<file path="src/rtl/core/ccp_pkg.sv">
// ----------------------------------------------------------------------------
// Circle canvas painter package
// Field widths, register indexes, item and status codes, and the command and
// status structs between the controller and the datapath.
// ----------------------------------------------------------------------------
package ccp_pkg;

	localparam int MAX_SIDE_DEF = 256;

	localparam int REG_W  = 9;
	localparam int IDX_W  = 2;
	localparam int BG_W   = 7;
	localparam int CRD_W  = 21;
	localparam int R_W    = 20;
	localparam int PIX_W  = 8;
	localparam int FRAC_W = 8;
	localparam int ONE_Q8 = 256;
	localparam int IN_W   = 96;
	localparam int OUT_W  = 16;
	localparam int OP_W   = 22;
	localparam int SQ_W   = 44;
	localparam int CMP_W  = 11;

	localparam logic [IDX_W-1:0] REG_WIDTH  = 2'd0;
	localparam logic [IDX_W-1:0] REG_HEIGHT = 2'd1;
	localparam logic [IDX_W-1:0] REG_BG     = 2'd2;

	localparam logic [REG_W-1:0] RST_WIDTH  = 9'd256;
	localparam logic [REG_W-1:0] RST_HEIGHT = 9'd256;
	localparam logic [BG_W-1:0]  RST_BG     = 7'd32;

	localparam logic [1:0] KIND_CLEAR = 2'd0;
	localparam logic [1:0] KIND_DRAW  = 2'd1;
	localparam logic [1:0] KIND_READ  = 2'd2;

	localparam logic [1:0] ST_OK      = 2'd0;
	localparam logic [1:0] ST_INVALID = 2'd1;
	localparam logic [1:0] ST_IGNORED = 2'd2;
	localparam logic [1:0] ST_OUTSIDE = 2'd3;

	localparam logic [PIX_W-1:0] CHAR_OUTLINE = 8'h63;
	localparam logic [PIX_W-1:0] CHAR_FILLED  = 8'h43;

	typedef logic [2:0] ccp_op_t;

	localparam ccp_op_t OP_NONE  = 3'd0;
	localparam ccp_op_t OP_OUTER = 3'd1;
	localparam ccp_op_t OP_INNER = 3'd2;
	localparam ccp_op_t OP_DY2   = 3'd3;
	localparam ccp_op_t OP_PIXEL = 3'd4;
	localparam ccp_op_t OP_FILL  = 3'd5;

	typedef struct packed {
		ccp_op_t    op;
		logic       item_load;
		logic       scan_init;
		logic       set_err;
		logic       clr_err;
		logic       rd_en;
		logic       pix_load;
		logic       res_load;
		logic [1:0] res_status;
		logic       use_pix;
	} ccp_cmd_t;

	typedef struct packed {
		logic [1:0] kind;
		logic       err;
		logic       shape_ok;
		logic       radius_zero;
		logic       side_zero;
		logic       outside;
		logic       last_col;
		logic       last_row;
		logic       pipe_busy;
	} ccp_stat_t;

endpackage

</file>
<file path="src/rtl/core/ccp_ctrl.sv">
// ----------------------------------------------------------------------------
// Circle canvas painter controller
// Sequences one item at a time: decode, circle setup, row and pixel scan,
// pipeline drain, pixel read and the hand-off to the output register.
// ----------------------------------------------------------------------------
module ccp_ctrl (
	input  logic               clk,
	input  logic               arst_n,
	input  logic               s_tvalid,
	output logic               s_tready,
	output logic               m_tvalid,
	input  logic               m_tready,
	input  ccp_pkg::ccp_stat_t stat,
	output ccp_pkg::ccp_cmd_t  cmd
);

	localparam logic [3:0] S_IDLE    = 4'd0;
	localparam logic [3:0] S_DECODE  = 4'd1;
	localparam logic [3:0] S_SETUP_R = 4'd2;
	localparam logic [3:0] S_SETUP_I = 4'd3;
	localparam logic [3:0] S_ROW     = 4'd4;
	localparam logic [3:0] S_PIX     = 4'd5;
	localparam logic [3:0] S_DRAIN   = 4'd6;
	localparam logic [3:0] S_RD_DATA = 4'd7;
	localparam logic [3:0] S_RESULT  = 4'd8;

	logic [3:0] state_q, state_d;
	logic       fill_q, fill_d;
	logic [1:0] status_q, status_d;
	logic       use_pix_q, use_pix_d;
	logic       out_valid_q;

	assign s_tready = (state_q == S_IDLE);
	assign m_tvalid = out_valid_q;

	always_comb begin
		cmd            = '0;
		cmd.res_status = status_q;
		cmd.use_pix    = use_pix_q;
		state_d        = state_q;
		fill_d         = fill_q;
		status_d       = status_q;
		use_pix_d      = use_pix_q;
		unique case (state_q)
			S_IDLE: begin
				if (s_tvalid) begin
					cmd.item_load = 1'b1;
					state_d       = S_DECODE;
				end
			end
			S_DECODE: begin
				status_d  = ccp_pkg::ST_OK;
				use_pix_d = 1'b0;
				state_d   = S_RESULT;
				priority case (stat.kind)
					ccp_pkg::KIND_CLEAR: begin
						cmd.clr_err = 1'b1;
						if (!stat.side_zero) begin
							cmd.scan_init = 1'b1;
							fill_d        = 1'b1;
							state_d       = S_ROW;
						end
					end
					ccp_pkg::KIND_DRAW: begin
						if (stat.err) begin
							status_d = ccp_pkg::ST_IGNORED;
						end else if (!stat.shape_ok || stat.radius_zero) begin
							cmd.set_err = 1'b1;
							status_d    = ccp_pkg::ST_INVALID;
						end else begin
							cmd.scan_init = 1'b1;
							fill_d        = 1'b0;
							state_d       = S_SETUP_R;
						end
					end
					ccp_pkg::KIND_READ: begin
						if (stat.outside) begin
							status_d = ccp_pkg::ST_OUTSIDE;
						end else begin
							cmd.rd_en = 1'b1;
							use_pix_d = 1'b1;
							state_d   = S_RD_DATA;
						end
					end
					default: ;
				endcase
			end
			S_SETUP_R: begin
				cmd.op  = ccp_pkg::OP_OUTER;
				state_d = S_SETUP_I;
			end
			S_SETUP_I: begin
				cmd.op  = ccp_pkg::OP_INNER;
				state_d = stat.side_zero ? S_DRAIN : S_ROW;
			end
			S_ROW: begin
				cmd.op  = ccp_pkg::OP_DY2;
				state_d = S_PIX;
			end
			S_PIX: begin
				cmd.op = fill_q ? ccp_pkg::OP_FILL : ccp_pkg::OP_PIXEL;
				if (stat.last_col) begin
					state_d = stat.last_row ? S_DRAIN : S_ROW;
				end
			end
			S_DRAIN: begin
				if (!stat.pipe_busy) begin
					state_d = S_RESULT;
				end
			end
			S_RD_DATA: begin
				cmd.pix_load = 1'b1;
				state_d      = S_RESULT;
			end
			S_RESULT: begin
				if (!out_valid_q || m_tready) begin
					cmd.res_load = 1'b1;
					state_d      = S_IDLE;
				end
			end
			default: state_d = S_IDLE;
		endcase
	end

	always_ff @(posedge clk or negedge arst_n) begin
		if (!arst_n) begin
			state_q     <= S_IDLE;
			fill_q      <= 1'b0;
			status_q    <= ccp_pkg::ST_OK;
			use_pix_q   <= 1'b0;
			out_valid_q <= 1'b0;
		end else begin
			state_q   <= state_d;
			fill_q    <= fill_d;
			status_q  <= status_d;
			use_pix_q <= use_pix_d;
			if (cmd.res_load) begin
				out_valid_q <= 1'b1;
			end else if (m_tready) begin
				out_valid_q <= 1'b0;
			end
		end
	end

endmodule

</file>
<file path="config.mk">
export PLATFORM = sky130hd
export DESIGN_NAME = ccp_ctrl
export DESIGN_NICKNAME = d
export VERILOG_FILES = /design/src/rtl/core/ccp_pkg.sv /design/src/rtl/core/ccp_ctrl.sv
export SDC_FILE = /design/constraint.sdc
export NUM_CORES = 1
export LEC_CHECK = 0
export BUFFER_PORTS_ARGS = -buffer_cell sky130_fd_sc_hd__clkbuf_2
export CAP_MARGIN = 20
export CORE_MARGIN = 8
export CORE_UTILIZATION = 40
export CTS_BUF_LIST = sky130_fd_sc_hd__clkbuf_8
export CTS_CLUSTER_DIAMETER = 200
export CTS_CLUSTER_SIZE = 28
export DETAILED_ROUTE_END_ITERATION = 8
export PLACE_DENSITY = 0.66
export SYNTH_ARGS = -nofsm -noshare
export SYNTH_HDL_FRONTEND = slang
export SYNTH_SLANG_ARGS = --single-unit
</file>
<file path="constraint.sdc">
create_clock -name clk -period 1.6 [get_ports clk]
set_input_delay 0 -clock clk [delete_from_list [all_inputs] [get_ports clk]]
set_output_delay 0 -clock clk [all_outputs]
set_load 0.01 [all_outputs]
</file>
* Yosys cells after proc, flatten, opt, wreduce, memory -nomap -nowiden
Cells that the tools add are included.
** Word-level totals
- Memories kept :: 0
- Bits in latches :: 0
- Input bits :: 14
- Flip-flop bits (word level) :: 9
- Memory bits (read-only) :: 0
- Memory bits (writable) :: 0
** Operators by class
- Bitwise operators :: 0
- Multiplexer cells :: 39
- Add/sub/neg operators :: 0
- Shift-type cells :: 0
- Equality and inequality tests :: 17
- Reductions and logical operators :: 10
- Multipliers :: 0
- Divide/modulo/power cells :: 0
- Order comparisons :: 0
** Operator list (number)
- $mux 4 :: 9
- $pmux 4 s9 :: 1
- $mux 1 :: 19
- $eq 4x3->1 const B :: 4
- $ne 2x2->1 const B :: 7
- $pmux 3 s4 :: 1
- $pmux 4 s3 :: 1
- $mux 2 :: 5
- $eq 4x2->1 const B :: 2
- $reduce_and 5->1 :: 1
- $eq 4x1->1 const B :: 1
- $eq 4x4->1 const B :: 1
- $logic_not 4->1 :: 1
- $pmux 1 s2 :: 2
- $pmux 2 s2 :: 1
- $reduce_and 4->1 :: 1
- $reduce_bool 2->1 :: 2
- $eq 2x1->1 const B :: 1
- $eq 2x2->1 const B :: 1
- $logic_not 1->1 :: 2
- $logic_not 2->1 :: 1
- $logic_or 1x1->1 :: 2

* Longest topological paths before layout
Gate-level depths: netlist (run 1).
- Depth after elaboration :: 6
- Gate-level depth with buffers :: 6
- Depth with buffers taken out :: 6

* Worst setup path after synthesis (run 1)
OpenSTA, ideal clock, no wires.
- Path kind :: register to output
- From :: register state_q[0]
- To :: output port cmd[9] (netlist bit)
- Path buffers :: 1
- Arrival time :: 1.272 ns
- Path slack :: 0.328 ns
- Stages on the path, launching flop included :: 4
- Cell sequence :: dfrtp_1 -> buf_4 -> nor4_1 -> and2_1
** RTL lines
- from (decl) :: RTL line ccp_ctrl.sv:27 : logic [3:0] state_q, state_d;
- from (signal assigned) :: RTL line ccp_ctrl.sv:133 : state_q <= state_d;
- to (decl) :: RTL line ccp_ctrl.sv:14 : output ccp_pkg::ccp_cmd_t cmd

==> results of run 1 <==
-- flip-flops by register name, summed over array words and instances (netlist names) --
name	count
m_tvalid	1
use_pix_q	1
state_q	4
status_q	2
fill_q	1
-- where the power goes --
group          switching [mW]  total [mW]  internal [mW]
logic                   0.506       0.926          0.420
registers               0.151       0.490          0.339
clock network          0.0961       0.264          0.168
total                   0.754        1.68          0.926
-- path summary, 6_finish.rpt --
check                                                to  cells past startpoint                    start  slack (ns)
worst max-delay path                            cmd[10]                      6   state_q[1]$_DFFE_PN0P_        0.13
min in group asynchronous        state_q[3]$_DFFE_PN0P_                      2                   arst_n        0.17
worst max register to register   state_q[1]$_DFFE_PN0P_                      4   state_q[1]$_DFFE_PN0P_        0.20
max in group asynchronous        state_q[1]$_DFFE_PN0P_                      2                   arst_n        1.22
worst min register to register  status_q[0]$_DFFE_PN0P_                      2  status_q[0]$_DFFE_PN0P_        0.47
worst min-delay path               m_tvalid$_DFFE_PN0P_                      3                 m_tready        0.08
-- per-stage QoR --
step,utilization,std cells
2_1_floorplan,-,90
3_3_place_gp,0.518,141
3_5_place_dp,0.518,141
4_1_cts,0.553,146
5_1_grt,0.561,147
6_report,0.561,147
-- layout by cell type (no fill, tap or decap), drive strengths merged, types with 3 or more instances in the layout --
master	netlist	final
nand2b	7	7
o21ai	3	3
ha	4	4
clkbuf	0	31
nand2	13	13
nor2b	4	4
a21oi	4	4
buf	5	3
dfrtp	9	9
o22ai	3	3
nor3	3	3
nor2	6	6
inv	5	6
-- final cells by class --
type	instances	area share
repair buffers	33	0.187
well taps	25	0.0320
multi-input cells	71	0.482
inverters	5	0.0192
clock inverters	1	0.00384
clock buffers	3	0.0422
flip-flops and latches	9	0.234
-- routing by layer --
| layer | part of all wire | wire length [µm] |
|---|---|---|
| met1 | 0.44 | 971 |
| met2 | 0.49 | 1070 |
| met3 | 0.050 | 109 |
| met4 | 0.016 | 36 |
| met5 | 0 | 0 |
-- what timing repair did --
action                                  4_1_cts  5_1_grt
hold buffers                                  1        1
endpoints found under the hold margin         9        1
gates resized for setup                       1        3
gates cloned                                  0        0
endpoints found under the setup margin        1        2
pin swaps                                     0        0
-- critical path: cells and delay by family, from the launching register on --
family / cells / cell delay [ns]
AOI/OAI and AO/OA: 1 / 0.14
buffers and inverters: 2 / 0.32
DFF: 1 / 0.45
and+or+nand+nor: 3 / 0.35
-- kinds of logic (layout without fill, tap and decap cells) --
family / count (synthesis) / count (layout)
adder cells (fa/ha/maj): 4 / 4
flip-flops: 9 / 9
multiplexers: 1 / 1
AND/OR/NAND/NOR: 43 / 43
buffers and inverters: 10 / 42
AO/OA/AOI/OAI: 23 / 23
==> impl_metrics.yaml, run 1 <==
run_status:
  outcome: "complete, no violations"
sta:
  tns_ns: 0
  finalCriticalPeriod_ns: 1.47
  finalClockSkew_ns: 0.00550
  fmax_mhz: 678
  worst_pin_slew_ns: 0.320
  maxSlewViolCount: 0
  whs_ns: 0.0796
  max_slew_margin: 0.785
  hold_violations: 0
  setup_violations: 0
  rsz0062_at_grt: "no"
  fin_ws_ns: 0.125
  min_period_over_period: 0.922
critical_path:
  cp-end-kind: "output pin"
  slowest_stage: "dfrtp_2"
  max_stage_delay_ns: 0.45
  crit_required_ns: 1.60
  critical_path_class: "reg -> out"
  worstPathMaxFanout: 9
  crit_arrival_ns: 1.47
  cpMostUsedCell: "nor2_1"
  cp_cell_sequence: "buf_4 -> nor2b_2 -> nor2_1 -> a2bb2oi_1 -> nor2_1 -> clkbuf_2"
  worstSetupStartpointType: "flop"
logic_synthesis:
  synth_top_family_by_area: "simple AND/OR/NAND/NOR gates"
  synth_common_cells: "12 x nand2_1, 9 x dfrtp_1, 7 x nand2b_1"
  synth_top_cell_by_area: "dfrtp_1"
  synth_fp_nets: 108
  synth.area.mux_share: 0.0134
  synth-edff-count: 0
  ys_top_cells_by_area: "dfrtp_1 30%, ha_1 6.7%, nand2_1 6.0%, nand2b_1 5.8%, buf_4 3.0%"
  synth_compound_area_frac: 0.232
  synth-simple-area-share: 0.311
  synth_cell_types: 38
  synth_xor_area_frac: 0
  synth_fa_ha_area_frac: 0.0668
  yosysSeqAreaShare: 0.301
  yosysMostFrequentCell: "nand2_1"
  synth_area_per_cell_um2: 8.33
  synthCells: 90
  synthArstFlopShare: 1.00
  synth_top_area_frac: 0.301
  synth_ff_type: "dfrtp_1"
  ys_ff_latch: 9
  synth_area_um2: 749
  synth_warnings: 0
place:
  place_ws_ns: 0.162
  post_dp_cell_area_um2: 905
  io_buffers: 28
  dp_hpwl_um: 1770
  gp_congestion: 0.864
global_routing:
  grt_max_degree: 13
  grt_pass1_wl_um: 3600
  grt_overflow_total: 0
  top_usage_layer: "met2"
  use_met2: 0.217
  grt_pass1_vias: 791
  grt.total_usage: 0.130
  antenna_found_initial: 0
  grt_use_met3: 0.0195
  grt_use_met1: 0.158
run:
  cap_violations: 0
drt:
  wire_per_inst_um: 14.9
  drc_errors: 0
  routed_via_density: 5.41
  first_pass_iters: 4
  wirelength_um: 2190
  dr.first_iter.drc_count: 28
  ant_nets: 0
  dr_total_vias: 796
die:
  dieArea_um2: 3510
  die_h_um: 59.3
  initial_core_util: 0.429
  rows: 15
  die_width_um: 59.3
  core_area_um2: 1750
  io_pins: 29
min_path:
  hp-class: "in -> reg"
cts:
  cts_setup_buffers: 0
  cts_inserted_buffers: 3
  cts_tree: "yes"
  htreeDepth: 1
  clock-root-buffer: "clkbuf_8"
  clkTransAtPathRegs_ns: 0.05
  clock_latency_ns: 0.24
  cts_max_path_buffers: 2
  clock-sinks: 9
power_and_ir_drop:
  p_leak_nw: 0.508
  p_total_mw: 1.68
  powerDensity_nw_per_um2: 1720
  irDropWorstVdd_mv: 0.662
cells_and_area:
  drive_above_1_share: 0.352
  fillers: 186
  fin_area_um2: 978
  antennaDiodeCount: 0
  regArea_um2: 229
  area_growth_syn_to_layout_pct: 30.6
  final_nets: 141
  multi_input_area_um2: 472
(Power assumes the default switching activity.)
==> run 2: changes to the inputs <==
--- a/config.mk
+++ b/config.mk
@@ -8,5 +8,5 @@
 export BUFFER_PORTS_ARGS = -buffer_cell sky130_fd_sc_hd__clkbuf_2
 export CAP_MARGIN = 20
-export CORE_MARGIN = 8
+export CORE_MARGIN = 3
 export CORE_UTILIZATION = 40
 export CTS_BUF_LIST = sky130_fd_sc_hd__clkbuf_8
@@ -14,5 +14,5 @@
 export CTS_CLUSTER_SIZE = 28
 export DETAILED_ROUTE_END_ITERATION = 8
-export PLACE_DENSITY = 0.66
+export PLACE_DENSITY = 0.68
 export SYNTH_ARGS = -nofsm -noshare
 export SYNTH_HDL_FRONTEND = slang
==> constraint.sdc (replaced) <==
create_clock -name clk -period 1.6 [get_ports clk]
set_input_delay 0 -clock clk [delete_from_list [all_inputs] [get_ports clk]]
set_output_delay 0 -clock clk [all_outputs]
set_load 0.1 [all_outputs]
==> impl_metrics.yaml, run 2 (synthesis gave the netlist of run 1 again) <==
sta:
  finalCriticalPeriod_ns: 1.55
  finalClockSkew_ns: 0.00228
  hold_violations: 0
  worst_pin_slew_ns: 0.539
  fmax_mhz: 645
  max_slew_margin: 0.642
  setup_violations: 0
  fin_ws_ns: 0.0502
  min_period_over_period: 0.969
  maxSlewViolCount: 0
run:
  cap_violations: 0
cts:
  clock-root-buffer: "clkbuf_8"
  clkTransAtPathRegs_ns: 0.05
  clock_latency_ns: 0.23
  cts_inserted_buffers: 3
  clock-sinks: 9
  htreeDepth: 1
  cts_tree: "yes"
  cts_max_path_buffers: 2
run_status:
  outcome: "complete, no violations"
cells_and_area:
  antennaDiodeCount: 0
  final_nets: 147
  most-common-layout-cells: "17 x clkbuf_2, 12 x nand2_1, 11 x buf_12"
  mostFrequentLayoutCell: "clkbuf_2"
  reg_top3: "state_q: 4 flops, status_q: 2 flops"
  drive_above_1_share: 0.492
  area_growth_syn_to_layout_pct: 70.8
  utilization: 0.733
  regMostFlops: "state_q"
  largest_register_ffs: 4
critical_path:
  r2r-end: "state_q[1]$_DFFE_PN0P_"
  slowest_stage: "dfrtp_2"
  max_stage_delay_ns: 0.45
  timing.rr.start: "state_q[2]$_DFFE_PN0P_"
  critical_path_class: "reg -> out"
  cp-end-kind: "output pin"
  worstPathMaxFanout: 8
  reg2reg_depth: 5
  crit_required_ns: 1.60
  cp_cell_sequence: "nor2b_2 -> nor2_1 -> a2bb2oi_2 -> nor2_4 -> buf_12"
  worstSetupStartpointType: "flop"
  reg2reg_slack_ns: 0.16
  crit_arrival_ns: 1.55
drt:
  dr.first_iter.drc_count: 9
  wire_per_inst_um: 13.8
  ant_nets: 0
  drc_errors: 0
  routed_via_density: 5.32
  dr_total_vias: 814
  wirelength_um: 2110
  first_pass_iters: 4
min_path:
  hold_path_end: "m_tvalid$_DFFE_PN0P_"
  min_delay_path_depth: 3
  hp-class: "in -> reg"
  hp-start: "m_tready"
die:
  die_h_um: 49.3
  dieArea_um2: 2430
  core_area_um2: 1750
  io_pins: 29
  die_width_um: 49.3
  rows: 15
  initial_core_util: 0.429
place:
  dp_hpwl_um: 1740
  gp_congestion: 0.893
  io_buffers: 28
  place_ws_ns: 0.217
global_routing:
  grt_pass1_wl_um: 3590
  grt_max_degree: 12
  grt_pass1_vias: 857
  antenna_found_initial: 0
  grt.total_usage: 0.186
  grt_overflow_total: 0
==> run 2: cell types whose count changed in the layout (fill, tap and decap cells not counted), sizes merged <==
cell | previous run | this run
buf | 3 | 20
inv | 6 | 5
clkinv | 0 | 1
clkbuf | 31 | 20
==> run 2: timing repair <==
item,4_1_cts,5_1_grt
resized for setup,1,8
setup endpoints to repair,3,4
hold buffers,2,0
pin swaps,0,1
buffers inserted,0,2
hold endpoints to repair,10,0
gates cloned,0,0
==> run 2: worst max path at each step <==
stage	startpoint	end	slack [ns]	cells past startpoint
5_1_grt	state_q[2]$_DFFE_PN0P_	cmd[3]	-0.009	4
4_1_cts	state_q[1]$_DFFE_PN0P_	cmd[10]	-0.005	6
6_report	state_q[1]$_DFFE_PN0P_	cmd[10]	0.05	5
2_1_floorplan	state_q[2]$_DFFE_PN0P_	cmd[9]	-0.54	3
3_3_place_gp	state_q[2]$_DFFE_PN0P_	state_q[0]$_DFFE_PN0P_	0.20	4
3_5_place_dp	state_q[2]$_DFFE_PN0P_	state_q[0]$_DFFE_PN0P_	0.22	4
==> run 2: final cells by class <==
| cell class | count | area [µm²] |
|---|---|---|
| fillers | 142 | 465 |
| clock buffers | 3 | 41.3 |
| flip-flops and latches | 9 | 228 |
| multi-input cells | 71 | 563 |
| inverters | 5 | 18.8 |
| well taps | 25 | 31.3 |
| clock inverters | 1 | 5.00 |
| repair buffers | 39 | 393 |
==> run 2: stage by stage <==
step                 TNS, ns  hold slack [ns]  cell area (µm²)  cells
global placement           0           -0.131             1170    145
floorplan             -0.576           -0.296              817     90
detailed placement         0           -0.124             1170    145
global route        -0.00893            0.102             1280    153
finish                     0           0.0781             1280    153
CTS                 -0.00478           0.0822             1230    151
==> run 2: per-layer routing <==
| layer | part of all wire | up-vias | track usage |
|---|---|---|---|
| li1 | - | 395 | - |
| met1 | 0.40 | 393 | 0.220 |
| met2 | 0.53 | 24 | 0.328 |
| met3 | 0.058 | 2 | 0.0398 |
| met4 | 0.011 | 0 | 0.0616 |
| met5 | 0 | - | 0 |
==> run 2: critical path: cells and delay by family (launching register included) <==
kind                   cells  cell delay, ns
AO/OA/AOI/OAI              1            0.21
buffers and inverters      1            0.16
flip-flops                 1            0.45
AND/OR/NAND/NOR            3            0.51
Power of run 2 is left out: the tool's default activity adds up to more than one toggle a clock period on the data nets, which glitch-free logic cannot reach.
==> run 3: changes to the inputs <==
Clock period 1.6 ns to 1.8 ns, I/O delays scaled along.
==> impl_metrics.yaml, run 3 (synthesis gave the netlist of run 1 again) <==
drt:
  drc_errors: 0
  ant_nets: 0
  dr_total_vias: 770
  first_pass_iters: 5
  route.met2.wl_um: 883
  wl_met1_um: 792
  wire_per_inst_um: 12.6
  wl_met3_um: 123
  routed_via_density: 5.35
  top_layer: "met4"
  wirelength_um: 1820
  dr.first_iter.drc_count: 11
die:
  initial_core_util: 0.429
  io_pins: 29
  die_width_um: 49.3
  rows: 15
  dieArea_um2: 2430
  die_h_um: 49.3
  core_area_um2: 1750
critical_path:
  reg2reg_slack_ns: 0.22
  reg2reg_depth: 4
  worstPathMaxFanout: 12
  critical_path_class: "reg -> out"
  r2r-end: "state_q[3]$_DFFE_PN0P_"
  worstSetupStartpointType: "flop"
  timing.rr.start: "state_q[3]$_DFFE_PN0P_"
  cp-end-kind: "output pin"
  crit_arrival_ns: 1.69
  crit_required_ns: 1.80
cells_and_area:
  drive_above_1_share: 0.387
  regMostFlops: "state_q"
  area_growth_syn_to_layout_pct: 44.6
  most-common-layout-cells: "19 x clkbuf_2, 12 x nand2_1, 8 x dfrtp_1"
  largest_register_ffs: 4
  mostFrequentLayoutCell: "clkbuf_2"
  fillers: 162
  reg_top3: "state_q: 4 flops, status_q: 2 flops"
  antennaDiodeCount: 0
  final_nets: 138
  regArea_um2: 226
  multi_input_area_um2: 503
sta:
  tns_ns: 0
  max_slew_margin: 0.641
  maxSlewViolCount: 0
  hold_violations: 0
  setup_violations: 0
  whs_ns: 0.0771
  worst_pin_slew_ns: 0.539
  min_period_over_period: 0.939
  rsz0062_at_grt: "no"
  finalClockSkew_ns: 0.00308
  finalCriticalPeriod_ns: 1.69
  fmax_mhz: 591
cts:
  cts_tree: "yes"
  clock-root-buffer: "clkbuf_8"
  cts_setup_buffers: 0
  htreeDepth: 1
  cts_inserted_buffers: 3
  clock_latency_ns: 0.23
  clkTransAtPathRegs_ns: 0.05
  cts_max_path_buffers: 2
  clock-sinks: 9
global_routing:
  grt_max_degree: 15
  grt_pass1_wl_um: 3070
  grt_overflow_total: 0
  grt_pass1_vias: 720
  antenna_found_initial: 0
  grt.total_usage: 0.161
run:
  cap_violations: 0
min_path:
  min_delay_path_depth: 3
  hp-class: "in -> reg"
  hp-start: "m_tready"
  hold_path_end: "m_tvalid$_DFFE_PN0P_"
place:
  io_buffers: 28
  dp_hpwl_um: 1460
  gp_congestion: 0.836
run_status:
  outcome: "complete, no violations"
-- run 3: cell count changes in the layout (fill, tap and decap cells not counted), sizes merged --
cell,delta
buf,-11
clkbuf,+2
-- run 3: stage by stage --
step | area (µm²) | instances | setup slack [ns] | util
floorplan | 786 | 90 | -0.340 | -
global placement | 1020 | 138 | 0.339 | 0.582
detailed placement | 1020 | 138 | 0.282 | 0.582
CTS | 1080 | 144 | 0.105 | 0.620
global route | 1080 | 144 | 0.0210 | 0.621
finish | 1080 | 144 | 0.109 | 0.621
-- run 3: cell type report --
| class | instances | area share |
|---|---|---|
| flip-flops and latches | 9 | 0.209 |
| clock buffers | 3 | 0.0381 |
| repair buffers | 30 | 0.238 |
| clock inverters | 1 | 0.00462 |
| inverters | 5 | 0.0173 |
| well taps | 25 | 0.0289 |
| multi-input cells | 71 | 0.464 |
-- run 3: worst max-delay path by stage --
stage          slack [ns]                    from                     end  cells past startpoint
5_1_grt              0.02  state_q[0]$_DFFE_PN0P_                  cmd[7]                      4
2_1_floorplan       -0.34  state_q[2]$_DFFE_PN0P_                  cmd[9]                      3
4_1_cts              0.10  state_q[1]$_DFFE_PN0P_                  cmd[7]                      4
3_5_place_dp         0.28  state_q[2]$_DFFE_PN0P_  state_q[3]$_DFFE_PN0P_                      4
3_3_place_gp         0.34  state_q[1]$_DFFE_PN0P_  state_q[1]$_DFFE_PN0P_                      4
6_report             0.11  state_q[0]$_DFFE_PN0P_                  cmd[7]                      4
-- run 3: repair_timing --
item / in CTS / in global routing
hold buffers: 2 / 0
resized for setup: 0 / 1
endpoints found under the setup margin: 0 / 1
hold endpoints to repair: 10 / 0
-- run 3: critical path, cell delays in order, from the launching register on --
cell and delay, ns:
dfrtp_1 0.57, and2b_1 0.23, nand2_2 0.15, nor3_2 0.29, buf_12 0.21
-- run 3: layer usage --
layer  vias to the layer above  global-route usage
met3                         4              0.0306
li1                        376                   -
met5                         -                   0
met1                       362               0.200
met2                        28               0.268
met4                         0              0.0664
Power of run 3 is left out for the same reason.
